[src/rtl/tbp_queue.sv]
// Two-entry queue that decouples the front end from the table back end.
module tbp_queue #(
    parameter int WIDTH = 23
) (
    input  logic             clk,
    input  logic             rst_n,
    input  logic             push_valid,
    output logic             push_ready,
    input  logic [WIDTH-1:0] push_data,
    output logic             pop_valid,
    input  logic             pop_ready,
    output logic [WIDTH-1:0] pop_data
);

    localparam int QDEPTH = 2;
    localparam int PTR_W  = $clog2(QDEPTH);
    localparam int CNT_W  = $clog2(QDEPTH + 1);

    logic [WIDTH-1:0] slot_reg [QDEPTH];
    logic [PTR_W-1:0] wr_ptr_reg, wr_ptr_next;
    logic [PTR_W-1:0] rd_ptr_reg, rd_ptr_next;
    logic [CNT_W-1:0] count_reg, count_next;
    logic             do_push;
    logic             do_pop;

    assign push_ready = (count_reg != CNT_W'(QDEPTH));
    assign pop_valid  = (count_reg != '0);
    assign pop_data   = slot_reg[rd_ptr_reg];
    assign do_push    = push_valid && push_ready;
    assign do_pop     = pop_valid && pop_ready;

    // Pointer and fill count update.
    always_comb
    begin
        wr_ptr_next = do_push ? wr_ptr_reg + PTR_W'(1) : wr_ptr_reg;
        rd_ptr_next = do_pop ? rd_ptr_reg + PTR_W'(1) : rd_ptr_reg;
        count_next  = count_reg;
        if (do_push && !do_pop)
            count_next = count_reg + CNT_W'(1);
        else if (do_pop && !do_push)
            count_next = count_reg - CNT_W'(1);
    end

    always_ff @(posedge clk or negedge rst_n)
    begin
        if (!rst_n)
        begin
            wr_ptr_reg <= '0;
            rd_ptr_reg <= '0;
            count_reg  <= '0;
        end
        else
        begin
            wr_ptr_reg <= wr_ptr_next;
            rd_ptr_reg <= rd_ptr_next;
            count_reg  <= count_next;
        end
    end

    // Entry storage.
    always_ff @(posedge clk)
    begin
        if (do_push)
            slot_reg[wr_ptr_reg] <= push_data;
    end

endmodule

[config.mk]
export PLATFORM = sky130hd
export DESIGN_NAME = tbp_queue
export DESIGN_NICKNAME = d
export VERILOG_FILES = /design/src/rtl/tbp_queue.sv
export SDC_FILE = /design/constraint.sdc
export NUM_CORES = 1
export LEC_CHECK = 0
export ABC_AREA = 1
export BUFFER_PORTS_ARGS = -buffer_cell sky130_fd_sc_hd__buf_2
export CAP_MARGIN = 40
export CORE_ASPECT_RATIO = 0.6
export CORE_MARGIN = 2
export CORE_UTILIZATION = 51
export CTS_CLUSTER_SIZE = 10
export DETAILED_ROUTE_END_ITERATION = 12
export PLACE_DENSITY = 0.75
export RECOVER_POWER = 50
export SLEW_MARGIN = 20
export SYNTH_ARGS = -nofsm -noshare
export SYNTH_HDL_FRONTEND = slang
export SYNTH_SLANG_ARGS = --single-unit
[constraint.sdc]
create_clock -name clk -period 2.5 [get_ports clk]
set_input_delay 0.5 -clock clk [delete_from_list [all_inputs] [get_ports clk]]
set_output_delay 0.5 -clock clk [all_outputs]
set_load 0.1 [all_outputs]
# Word-level counts from Yosys, hierarchy flattened

Memories as Yosys holds them, arrays and structs flattened.
Index checks and enable logic that the tools add are counted.

Add/sub/neg operators: 4
Multiply operators: 0
Divide/modulo/power cells: 0
Magnitude comparators: 0
Equality and inequality tests: 1
Shift operators: 0
Muxes and demuxes: 4
Bitwise gates (word level): 0
Reductions and logical operators: 8

Operators by type and width:

| operator              | number |
|---|---|
| $logic_and A1 B1 Y1   | 4 |
| $mux W2               | 2 |
| $reduce_bool A2 Y1    | 2 |
| $add A1 B1 Y1 const B | 2 |
| $add A2 B1 Y2 const B | 1 |
| $logic_not A1 Y1      | 2 |
| $mux W1               | 2 |
| $ne A2 B2 Y1 const B  | 1 |
| $sub A2 B1 Y2 const B | 1 |

Register bits: 4
Bits in latches: 0
RAM bits: 46
ROM bits: 0
Input bits: 27
Output and inout port bits: 25
Logic and storage cells: 21
Memories kept: 1

Memories:

| name     | depth | width | rd ports | clocked after Yosys merged registers in | wr ports | line | text |
|---|---|---|---|---|---|---|---|
| slot_reg | 2     | 23    | 1        | 0                                       | 1        | 19   | `logic [WIDTH-1:0] slot_reg [QDEPTH];` |

# Depth between registers and ports, before layout

Word-level depth: 6
Depth in mapped cells: 10
Depth with buffers taken out: 10

# Worst setup path after synthesis

Ideal clock, no wire load.

Path type: flip-flop to flip-flop
Start: reg count_reg[0]
End: mem slot_reg[0][0], enable pin
Library setup time: 0.403 ns
Arrival: 1.802 ns
Required time: 2.097 ns
Setup slack: 0.295 ns
Cell stages (with the launch flop): 5
Buffers on the path: 0
Clock period less this slack: 2.205 ns
Cell sequence: dfrtp_1 inv_2 nand2_4 nand2_4 nor2_1

Longest elaborated chain between the ends: 4

Ends and longest elaborated chain:

| what                          | line | text |
|---|---|---|
| from (decl)                   | 22   | `logic [CNT_W-1:0] count_reg, count_next;` |
| from (signal assigned)        | 56   | `count_reg <= count_next;` |
| $ne A2 B2 Y1                  | 26   | `assign push_ready = (count_reg != CNT_W'(QDEPTH));` |
| net push_ready                | 8    | `output logic push_ready,` |
| $logic_and A1 B1 Y1           | 29   | `assign do_push = push_valid && push_ready;` |
| $mux W1                       | 63   | `if (do_push)` |
| $mux W1 (not written as such) | 64   | `slot_reg[wr_ptr_reg] <= push_data;` |
| to (decl)                     | 19   |  |

The timed path passes the listed nets, and every way through them passes these cells.

# Final worst setup path

Start: reg rd_ptr_reg
End: out pop_data[21]

Longest elaborated chain between the ends: 1

Ends and longest elaborated chain:

| what                   | line | text |
|---|---|---|
| from (decl)            | 21   | `logic [PTR_W-1:0] rd_ptr_reg, rd_ptr_next;` |
| from (signal assigned) | 55   | `rd_ptr_reg <= rd_ptr_next;` |
| $mem_v2 Z2 W23         | -    |  |
| to (decl)              | 12   | `output logic [WIDTH-1:0] pop_data` |

No other way between the ends.

==> results.yml <==
status:
  status: "complete, no violations"
route:
  drtPass1Iterations: 4
  drtAntennaViolNets: 0
  drc: 0
  wl_um: 3320
  dr_total_vias: 1204
  via_per_inst: 4.72
  drtIter0Drc: 49
  drt-wirelength-per-cell_um: 13.0
sta:
  slew_viol_final: 0
  hold_slack_ns: 0.391
  rsz0062_at_grt: "false"
  fin_crit_sh_pct: 93.7
  hold_viol: 0
  fmax_mhz: 427
  period_needed_ns: 2.34
  fin_tns_setup_ns: 0
  finalSetupViolCount: 0
  skew_ns: 0.00380
  max-slew-margin-rel_pct: 59.1
  worstMarginPinSlew_ns: 0.613
yosys:
  ys_warn_count: 0
  syn_area_sq_mm: 0.00196
  synth-seq-cells: 50
  synth_area_leaders: "edfxtp_1, nand2_1, dfrtp_1, nand2_2, buf_6"
  synth_seq_area_share_pct: 75.4
  syn_inst: 149
  yosysUniqueCellTypes: 17
  avgSynthCellArea_sq_um: 13.2
  synth_top_cell_by_area: "edfxtp_1"
  yosysTopAreaCellShare_pct: 70.3
  synth_nets: 177
final_layout:
  nFillCells: 304
  n_antenna_cell: 0
  drive_gt1_share_pct: 30.8
  area_delta_synth_final_pct: 18.3
  finalNetCount: 235
  largest_reg_flops: 46
die:
  coreArea_sq_mm: 0.00368
  die_h_um: 52.1
  dieArea_sq_mm: 0.00438
  start_util_pct: 53.4
  die_w_um: 84.1
  rows: 17
  io_pins: 52
cts:
  post_cts_buffers: 0
  clk_pin_slew_ns: 0.08
  clk_latency_ns: 0.29
  post_cts_resized: 0
  tritoncts.num_buffers: 5
  cts_sinks: 50
  root_buffer: "clkbuf_8"
  ctsLongestPathBuffers: 2
  cts_tree: "yes"
  htreeDepth: 2
worst_setup_path:
  r2r-start: "count_reg[0]$_DFFE_PN0P_"
  start_kind: "flop"
  critPathMaxFanout: 14
  reg2reg_slack_ns: 0.78
  critPathKind: "flop to primary output"
  critPathRequiredTime_ns: 2.00
  reg2reg_depth: 5
  timing.rr.end: "slot_reg[1][19]$_DFFE_PP_"
  arrival_ns: 1.84
  end_kind: "primary output"
  setup.worst_path.start: "rd_ptr_reg$_DFFE_PN0P_"
  crit_end: "pop_data[21]"
global_route:
  antenna_found_initial: 0
  grt_pass1_vias: 1215
  grt_pass1_wl_um: 5380
  grt_use_total_pct: 16.4
  grt_start_max_net_pins: 25
  grt_overflow: 0
place:
  port-buffer-count: 51
  place_congestion: 0.698
  place.detailed.hpwl_um: 2320
run:
  drv_cap: 0
hold_path:
  hold_path_class: "input port to flop"
## worst max-delay path, stage by stage, from the launching register on
cell	delay, ns
dfrtp_1	0.68
buf_4	0.30
nand2_1	0.08
nand2_1	0.07
buf_2	0.42
## worst min-delay path by stage
stage / start / end / slack, ns / depth (start not counted)
global placement: rst_n / count_reg[1]$_DFFE_PN0P_ / 0.31 / 1
finish: push_data[13] / slot_reg[0][13]$_DFFE_PP_ / 0.39 / 1
floorplan: rst_n / count_reg[0]$_DFFE_PN0P_ / 0.20 / 0
CTS: push_data[14] / slot_reg[0][14]$_DFFE_PP_ / 0.38 / 1
global route: push_data[13] / slot_reg[0][13]$_DFFE_PP_ / 0.38 / 1
detailed placement: rst_n / wr_ptr_reg$_DFFE_PN0P_ / 0.31 / 1
## synth_stat cells
cell	number
inv_1	4
nand2_4	2
xor2_2	1
nand2_2	8
buf_8	1
nor2_1	2
nand3_1	2
dfrtp_1	4
buf_4	1
xnor2_1	1
inv_2	2
buf_6	3
inv_8	1
nand4_1	1
ha_1	1
nand2_1	69
edfxtp_1	46
## logic make-up (layout without fill, tap and decap cells)
family                     after synthesis  in the layout  synth area share (%)
adders and majority gates                1              1                 0.637
DFF                                     50             50                  75.4
xor gates and xnor gates                 2              2                  1.27
and+or+nand+nor                         84             84                  18.1
buffers and inverters                   12             71                  4.59
## routing by layer
layer  vias up  track usage (%)  wire length [um]
li1        604                -                 -
met1       560             20.5              1470
met2        36             27.1              1600
met3         4             5.87               211
met4         0             5.65                31
met5         -                0                 0
## timing repair
item | 4_1_cts | 5_1_grt
endpoints found under the hold margin | 4 | 0
hold buffers | 1 | 0
setup endpoints to repair | 0 | 0
## final cells by class
| type | instances | area (sq um) | area share, % |
|---|---|---|---|
| clock buffer | 6 | 72.6 | 3.12 |
| clock inverter | 2 | 8.76 | 0.377 |
| inverter | 7 | 33.8 | 1.45 |
| multi-input combinational | 87 | 390 | 16.8 |
| sequential | 50 | 1480 | 63.7 |
| tap | 47 | 58.8 | 2.53 |
| timing repair buffer | 56 | 279 | 12.0 |
## stage by stage
stage / util [%] / worst slack, ns / area [sq um] / cells
floorplan: - / 0.295 / 1960 / 149
global placement: 61.3 / 0.536 / 2260 / 246
detailed placement: 61.3 / 0.466 / 2260 / 246
CTS: 63.8 / 0.141 / 2350 / 255
global route: 63.2 / 0.0250 / 2320 / 255
finish: 63.2 / 0.158 / 2320 / 255
## cell usage in the layout, fill, tap and decap left out
cell	count
clkinv_1	1
xor2_2	1
nand4_1	1
clkbuf_2	1
buf_4	3
clkbuf_1	12
nand2_1	70
nor2_2	2
inv_8	1
ha_1	1
buf_2	40
nand2_2	8
inv_1	5
nand2_4	1
edfxtp_1	46
dlygate4sd3_1	1
inv_2	1
dfrtp_1	4
nand3_1	2
clkbuf_8	5
xnor2_1	1
clkinv_2	1
Power is left out: the tool's default activity adds up to more than one toggle a clock period on the data nets, which glitch-free logic cannot reach.
