[config.mk]
export PLATFORM = sky130hd
export DESIGN_NAME = tbp_front
export DESIGN_NICKNAME = d
export VERILOG_FILES = /design/src/rtl/tbp_pkg.sv /design/src/rtl/tbp_front.sv
export SDC_FILE = /design/constraint.sdc
export NUM_CORES = 1
export LEC_CHECK = 0
export BUFFER_PORTS_ARGS = -buffer_cell sky130_fd_sc_hd__buf_4
export CORE_MARGIN = 2
export CORE_UTILIZATION = 48
export DETAILED_ROUTE_END_ITERATION = 7
export PLACE_DENSITY = 0.85
export SETUP_SLACK_MARGIN = 0.4
export SYNTH_ARGS = -nofsm -noshare
export SYNTH_HDL_FRONTEND = slang
export SYNTH_SLANG_ARGS = --single-unit
[constraint.sdc]
create_clock -name clk -period 3.05 [get_ports clk]
set_input_delay 0.1525 -clock clk [delete_from_list [all_inputs] [get_ports clk]]
set_output_delay 0.1525 -clock clk [all_outputs]
set_load 0.05 [all_outputs]
[src/rtl/tbp_pkg.sv]
// Shared types, constants and the counter training function of the tournament predictor.
package tbp_pkg;

    // Field widths and stream packing.
    localparam int BRANCH_INDEX_W = 11;
    localparam int IN_TDATA_W     = 16;
    localparam int OUT_TDATA_W    = 8;
    localparam int HIST_LEN_W     = 4;

    // History length after reset.
    localparam logic [HIST_LEN_W-1:0] HIST_LEN_RESET = 4'd11;

    // Two-bit saturating counter values.
    typedef logic [1:0] ctr_t;
    localparam ctr_t CTR_MIN           = 2'd0;
    localparam ctr_t CTR_MAX           = 2'd3;
    localparam ctr_t CTR_STRONG_TAKEN  = 2'd3;
    localparam ctr_t CTR_STRONG_GSHARE = 2'd0;

    // Back-end sequencer states.
    typedef enum logic [1:0] {
        ST_CLEAR,
        ST_FETCH,
        ST_EVAL
    } back_state_t;

    // One result; the first member listed is the highest bit.
    typedef struct packed {
        logic chosen_correct;
        logic used_bimodal;
        logic chosen_guess;
        logic gshare_guess;
        logic bimodal_guess;
    } result_t;

    localparam int OUT_PAD_W = OUT_TDATA_W - $bits(result_t);

    // Saturating increment when up is set, saturating decrement otherwise.
    function automatic ctr_t train(ctr_t c, logic up);
        ctr_t r;
        if (up)
            r = (c == CTR_MAX) ? CTR_MAX : c + 2'd1;
        else
            r = (c == CTR_MIN) ? CTR_MIN : c - 2'd1;
        return r;
    endfunction

endpackage

[src/rtl/tbp_front.sv]
// Front end: accepts branches, keeps the global history and forms the gshare index.
module tbp_front #(
    parameter int INDEX_BITS = 11
) (
    input  logic                              clk,
    input  logic                              rst_n,
    input  logic                              cfg_wr_en,
    input  logic [tbp_pkg::HIST_LEN_W-1:0]    cfg_wr_data,
    input  logic                              s_valid,
    output logic                              s_ready,
    input  logic [tbp_pkg::IN_TDATA_W-1:0]    s_data,
    input  logic                              clearing,
    output logic                              q_valid,
    input  logic                              q_ready,
    output logic [2*INDEX_BITS:0]             q_data
);

    import tbp_pkg::*;

    logic [HIST_LEN_W-1:0] hist_len_reg;
    logic [INDEX_BITS-1:0] history_reg, history_next;
    logic [INDEX_BITS-1:0] hmask;
    logic [INDEX_BITS-1:0] addr;
    logic [INDEX_BITS-1:0] gidx;
    logic                  taken;
    logic                  accept;

    // Unpack the request; address bits above the table size are dropped.
    assign addr  = INDEX_BITS'(s_data[BRANCH_INDEX_W-1:0]);
    assign taken = s_data[BRANCH_INDEX_W];

    // No request is taken while the tables are being cleared.
    assign s_ready = !clearing && q_ready;
    assign q_valid = s_valid && !clearing;
    assign accept  = s_valid && s_ready;

    // History mask: bit i is kept when the configured length exceeds i.
    always_comb
    begin
        for (int i = 0; i < INDEX_BITS; i++)
            hmask[i] = (int'(hist_len_reg) > i);
    end

    assign gidx   = addr ^ (history_reg & hmask);
    assign q_data = {taken, gidx, addr};

    // Newest outcome enters at bit 0.
    assign history_next = {history_reg[INDEX_BITS-2:0], taken};

    always_ff @(posedge clk or negedge rst_n)
    begin
        if (!rst_n)
        begin
            history_reg  <= '0;
            hist_len_reg <= HIST_LEN_RESET;
        end
        else
        begin
            if (accept)
                history_reg <= history_next;
            if (cfg_wr_en)
                hist_len_reg <= cfg_wr_data;
        end
    end

endmodule

== Word-level counts from Yosys, hierarchy flattened ==
Index checks and enable logic that the tools add are counted.

* Bits in registers: 15
* Input port bits: 26
* Output and inout port bits: 25
* Word-level logic and storage cells: 19

* $lt $le $gt $ge: 11
* Bitwise gates (word level): 2
* Reduce and logical (&&, ||, !) cells: 4

{| class="wikitable"
|+ Operators by type and width
! kind !! number
|-
| greater-than comparator 4 x 3 -> 1 bit, second input constant || 4
|-
| greater-than comparator 4 bit, second input constant || 3
|-
| bitwise AND 11 bit || 1
|-
| XOR 11 bit || 1
|-
| greater-than comparator 4 x 1 -> 1 bit, second input constant || 2
|-
| greater-than comparator 4 x 2 -> 1 bit, second input constant || 2
|-
| logical AND 1 bit || 3
|-
| logical NOT 1 bit || 1
|}

== Logic depth before layout (Yosys ltp) ==
Gate-level depths: netlist of run 1.

* Depth after elaboration: 3
* Mapped depth: 4
* Gate-level depth less buffers: 3

== Worst setup path before layout of run 1 ==
No wires, ideal clock.

* Path type: flip-flop to output port
* Start: register hist_len_reg[1]
* End: output q_data[21]
* Arrival time: 1714 ps
* Data required time: 2897 ps
* Path slack: 1183 ps
* Stages on the path, launching flop included: 5
* Buffers on the path: 1
* Cell sequence: dfstp_2 > buf_6 > and2_4 > o211ai_1 > xnor2_1

* Word-level cells in the longest chain between the ends: 3

{| class="wikitable"
|+ Ends and longest elaborated chain
! item !! line !! RTL
|-
| from (decl) || tbp_front.sv:20 || <nowiki>logic [HIST_LEN_W-1:0] hist_len_reg;</nowiki>
|-
| from (signal assigned) || tbp_front.sv:62 || <nowiki>hist_len_reg <= cfg_wr_data;</nowiki>
|-
| greater-than comparator 4 bit || tbp_front.sv:41 || <nowiki>hmask[i] = (int'(hist_len_reg) > i);</nowiki>
|-
| bitwise AND 11 bit || tbp_front.sv:44 || <nowiki>assign gidx = addr ^ (history_reg & hmask);</nowiki>
|-
| XOR 11 bit || tbp_front.sv:44 ||
|-
| to (decl) || tbp_front.sv:15 || <nowiki>output logic [2*INDEX_BITS:0] q_data</nowiki>
|}

Every way passes these cells.

== Worst setup path after layout of run 1 ==
Same ends and word-level chain as after synthesis.

==> results.cfg, run 1 <==
[routing]
via_count = 674
via_per_inst = 4.920
first_pass_iters = 3
ant_nets = 0
drtIter0Drc = 2
routed_wl_microns = 1818
drcViolationCount = 0
wire_per_inst_microns = 13.27

[yosys]
synthesis.nets = 101
synthTopCellsByArea = dfrtp_1 (30%), mux2_4 (15%), xnor2_1 (9.7%)
yosysUniqueCellTypes = 22
syn_inst = 75
avgSynthCellArea_sq_um = 13.20
ys_seq_area_share_pct = 38.31
yosysTopAreaCellShare_pct = 30.34
synth_edf_count = 0
yosys.area.top_type = dfrtp_1
async_reset_ff_share_pct = 100.0
syn_area_sq_um = 989.7
yosys_register_bits = 15
synth_common_cells = buf_4 (12), dfrtp_1 (12), xnor2_1 (11)
yosysWarningCount = 0
synth_ff_type = dfrtp_1

[clock_tree]
clk_path_buf_depth = 2
root_buffer = clkbuf_4
cts_sinks = 15
post_cts_resize_count = 0
insertion_delay_ns = 0.28
cts_setup_buffers = 0
h-tree-depth = 1
cts_made_buffers = 3
clk_pin_slew_ns = 0.09
hold_buffers = 1
cts_tree = yes

[grt]
grt_pass1_wl_microns = 3263
grt_pass1_vias = 688
antenna_found_initial = 0
track_usage_pct = 17.36
overflow = 0
grt_max_degree = 16

[sta]
tns_ns = 0
fin_crit_sh_pct = 59.06
max_slew_margin_pct = 68.14
setup_viol = 0
period_needed_ns = 1.801
worst_pin_slew_ns = 0.4779
hold_ws_ns = 0.1015
rsz0062_at_grt = false
finClkSkew_ns = 0.004226
fin_ws_ns = 1.249
slew_violations = 0
hold_violations = 0
max_freq_ghz = 0.5551

[run_status]
outcome = complete, no violations

[floorplan]
initial_utilization_pct = 50.45
die_w_microns = 49.41
die_h_microns = 49.41
core_area_sq_mm = 0.001962
io_pins = 51
die_area_sq_mm = 0.002441
rows = 16

[setup_path]
worstSetupPathType = flop to output port
arrival_ns = 1.65
r2r_slack_ns = 2.05
cp-startpoint = hist_len_reg[1]
reg2reg_to = hist_len_reg[2]
required_ns = 2.90
crit_chain = and2_4, o211ai_1, xnor2_1, buf_4
endpoint = q_data[21]
slowest_stage = dfstp_2
r2r_start = hist_len_reg[2]
startpoint_type = flop
critPathMaxStageDelay_ns = 0.67
rr_worst_depth = 1
endpoint_kind = output port
crit_path_max_fanout = 9

[finish]
stdcell_count = 137
fin_nets = 137
largest_register_ffs = 11
regArea_sq_um = 379.1
fin_util_pct = 64.73
diodes = 0
area_growth_pct = 28.32
multi_input_area_sq_um = 475.5
fillers = 169
drive_gt1_share_pct = 67.27

[pwr]
p_int_uw = 523.0
sw_frac_of_total_pct = 43.41
vdd_drop_max_mv = 0.3860
clkPwrFrac_pct = 12.0
p_sw_uw = 401.1
leakage_uw = 0.0006196
comb_power_share_pct = 52.6
seqPwrFrac_pct = 35.4
p_per_area_mw_per_mm2 = 727.7

[place]
dp.cells = 132
dp_worst_setup_slack_ns = 1.547
port_buffers = 46
globalplace.congestion = 0.6624

[flow_run]
drv_cap = 0

[worst_hold_path]
hold_path_class = primary input to flop
-- final cells by class --
cell class	count	share of cell area (%)
repair buffers	47	27.98
well taps	27	2.660
flip-flops and latches	15	29.85
multi-input cells	44	37.44
clock buffers	4	2.069
-- power groups by stage --
| stage | sequential, uW | combinational [uW] | clock, uW |
|---|---|---|---|
| finish | 327 | 486 | 111 |
| global route | 338 | 514 | 125 |
| CTS | 327 | 491 | 117 |
| detailed placement | 331 | 489 | 0 |
| global placement | 326 | 481 | 0 |
| floorplan | 302 | 395 | 0 |
-- how the worst min path moves through the flow --
| stage | to | cells after the start | from | slack, ns |
|---|---|---|---|---|
| 2_1_floorplan | hist_len_reg[2] | 0 | rst_n | -0.14 |
| 3_3_place_gp | history_reg[8] | 1 | rst_n | 0.01 |
| 3_5_place_dp | history_reg[8] | 1 | rst_n | 0.01 |
| 4_1_cts | hist_len_reg[2] | 2 | cfg_wr_data[2] | 0.09 |
| 5_1_grt | hist_len_reg[1] | 2 | cfg_wr_data[1] | 0.1 |
| 6_report | hist_len_reg[2] | 2 | cfg_wr_data[2] | 0.10 |
-- worst max-delay path: cells and delay by family, from the launching register on --
kind            cells  cell delay [ns]
buf+inv             1             0.22
flops               1             0.67
xor+xnor            1             0.18
compound gates      1             0.10
simple gates        1             0.20
-- per-stage QoR --
| stage | power (uW) | area (sq um) |
|---|---|---|
| 3_3_place_gp | 807.6 | 1234 |
| 6_report | 924.1 | 1270 |
| 3_5_place_dp | 819.6 | 1234 |
| 2_1_floorplan | 696.5 | 989.7 |
| 4_1_cts | 934.9 | 1270 |
| 5_1_grt | 977.5 | 1270 |
-- cell usage in the layout (no fill, tap or decap), types with 2 or more instances in the layout --
cell type,netlist,final
clkbuf_4,0,3
o211ai_1,2,2
mux2_4,10,10
dfrtp_1,12,12
nand2_1,2,2
mux2_2,5,5
dfstp_2,3,3
buf_4,12,46
o21ai_0,2,2
xnor2_1,11,11
-- cells by family after synthesis --
kind of cell,synth area share (%)
AOI/OAI and AO/OA,12.39
xor gates and xnor gates,9.734
buffers and inverters,13.65
DFF,38.31
muxes,20.86
and+or+nand+nor,5.058
-- routing by layer --
layer  vias up  share of wire, %  GRT usage, %
met5         -                 0             0
met4         0                 0         5.556
met3         0               5.8         2.761
met2        26                53         30.86
met1       326                41         21.32
li1        322                 -             -
No activity file was read; power rests on OpenSTA's default activity.
==> run 2, diff against run 1 <==
--- a/config.mk
+++ b/config.mk
@@ -7,9 +7,9 @@
 export LEC_CHECK = 0
 export BUFFER_PORTS_ARGS = -buffer_cell sky130_fd_sc_hd__buf_4
 export CORE_MARGIN = 2
-export CORE_UTILIZATION = 48
+export CORE_UTILIZATION = 44
 export DETAILED_ROUTE_END_ITERATION = 7
-export PLACE_DENSITY = 0.85
+export PLACE_DENSITY = 0.79
 export SETUP_SLACK_MARGIN = 0.4
 export SYNTH_ARGS = -nofsm -noshare
 export SYNTH_HDL_FRONTEND = slang
==> constraint.sdc (replaced) <==
create_clock -name clk -period 1.85 [get_ports clk]
set_input_delay 0.0925 -clock clk [delete_from_list [all_inputs] [get_ports clk]]
set_output_delay 0.0925 -clock clk [all_outputs]
set_load 0.05 [all_outputs]
==> run 2 against run 1 <==
Flip-flop and latch count is the same. Wire length grew 14%. Global-route usage grew 1.1 points. Highest routed layer is now met4. Clock-buffer cell count is the same. Register-to-register slack lost 1.2 ns. Combinational power grew 110%. Final cell count grew 6.6%. Core utilization grew 5.5 points.
==> results.cfg, run 2 (synthesized netlist as in run 1, its figures left out) <==
[sta]
slew_violations = 0
tns_ns = 0
finClkSkew_ns = 0.002854
max_slew_margin_pct = 75.41
rsz0062_at_grt = true
worst_pin_slew_ns = 0.3676
period_needed_ns = 1.632
max_freq_ghz = 0.6129
setup_viol = 0
hold_violations = 0
fin_crit_sh_pct = 88.20

[setup_path]
cp-startpoint = hist_len_reg[3]
slowest_stage = dfstp_2
rr_worst_depth = 2
crit_path_max_fanout = 6
required_ns = 1.76
crit_chain = buf_8, o41ai_4, xnor2_2, buf_6
worstSetupPathType = flop to output port
r2r_slack_ns = 0.86
endpoint = q_data[11]
crit_cells = 4
endpoint_kind = output port
crit_buf_inv = 2
r2r_start = hist_len_reg[2]
startpoint_type = flop
critPathMaxStageDelay_ns = 0.40
cp_top_family = flip-flops
reg2reg_to = hist_len_reg[2]
arrival_ns = 1.54

[clock_tree]
cts_tree = yes
cts_made_buffers = 3
h-tree-depth = 1
cts_sinks = 15
insertion_delay_ns = 0.28
clk_pin_slew_ns = 0.08
clk_path_buf_depth = 2
root_buffer = clkbuf_4

[routing]
wire_per_inst_microns = 14.21
drcViolationCount = 0
drtIter0Drc = 1
via_per_inst = 4.822
first_pass_iters = 3
ant_nets = 0
routed_wl_microns = 2075
via_count = 704

[place]
dp_hpwl_microns = 1423
port_buffers = 46
globalplace.congestion = 0.6633

[floorplan]
io_pins = 51
rows = 17
initial_utilization_pct = 45.62
core_area_sq_mm = 0.002170
die_w_microns = 51.43
die_h_microns = 51.43
die_area_sq_mm = 0.002645

[finish]
largest_register_ffs = 11
fin_nets = 145
mostFrequentLayoutCells = buf_4 (38), buf_6 (15), dfrtp_1 (11), xnor2_2 (10), mux2_4 (10)
diodes = 0
fin_util_pct = 70.18
area_growth_pct = 53.86
layout_commonest_cell = buf_4
drive_gt1_share_pct = 83.90

[grt]
track_usage_pct = 18.50
antenna_found_initial = 0
overflow = 0
grt_pass1_vias = 744
grt_max_degree = 16
grt_pass1_wl_microns = 3581

[pwr]
leakage_uw = 0.0007552
p_per_area_mw_per_mm2 = 1154
vdd_drop_max_mv = 0.7191

[flow_run]
drv_cap = 0

[run_status]
outcome = complete, no violations

[worst_hold_path]
hold_path_class = primary input to flop
hold_path_depth = 2
==> run 2: final cells by class <==
cell class | instances | area [sq um]
fillers | 156 | 646.9
multi-input cells | 44 | 601.8
flip-flops and latches | 15 | 380.4
repair buffers | 55 | 479.2
well taps | 28 | 35.03
clock buffers | 4 | 26.28
==> run 2: through the flow <==
step	area (sq um)	hold WS [ns]	worst slack (ns)	std cells	power, uW
floorplan	1084	-0.2031	0.3353	75	1222
global placement	1329	-0.04763	0.3583	133	1412
detailed placement	1329	-0.04445	0.3376	133	1434
CTS	1515	0.03359	0.2086	146	1754
global route	1523	0.01930	0.1394	146	1847
finish	1523	0.04006	0.2183	146	1758
==> run 2: worst min path at each step <==
stage	start	to	slack, ns
2_1_floorplan	rst_n	hist_len_reg[2]	-0.20
3_3_place_gp	rst_n	history_reg[0]	-0.05
3_5_place_dp	rst_n	history_reg[0]	-0.04
4_1_cts	cfg_wr_data[3]	hist_len_reg[3]	0.03
5_1_grt	cfg_wr_data[2]	hist_len_reg[2]	0.02
6_report	cfg_wr_data[0]	hist_len_reg[0]	0.04
==> run 2: metal layers <==
metal / wire, microns / global-route usage (%) / up-vias
li1: - / - / 338
met1: 796 / 24.44 / 340
met2: 1163 / 30.77 / 24
met3: 107 / 5.263 / 2
met4: 7 / 2.632 / 0
met5: 0 / 0 / -
==> run 2: repair_timing <==
| action | in CTS | in global routing |
|---|---|---|
| buffers inserted | 8 | 0 |
| resized for setup | 26 | 2 |
| endpoints found under the setup margin | 11 | 11 |
| pin swaps | 6 | 3 |
| hold buffers | 1 | 0 |
| endpoints found under the hold margin | 15 | 0 |
==> run 2: power by group <==
part | internal [uW] | switching [uW] | total [uW]
sequential | 427 | 116 | 543
clock | 83.8 | 101 | 185
combinational | 496 | 533 | 1030
total | 1010 | 750 | 1760
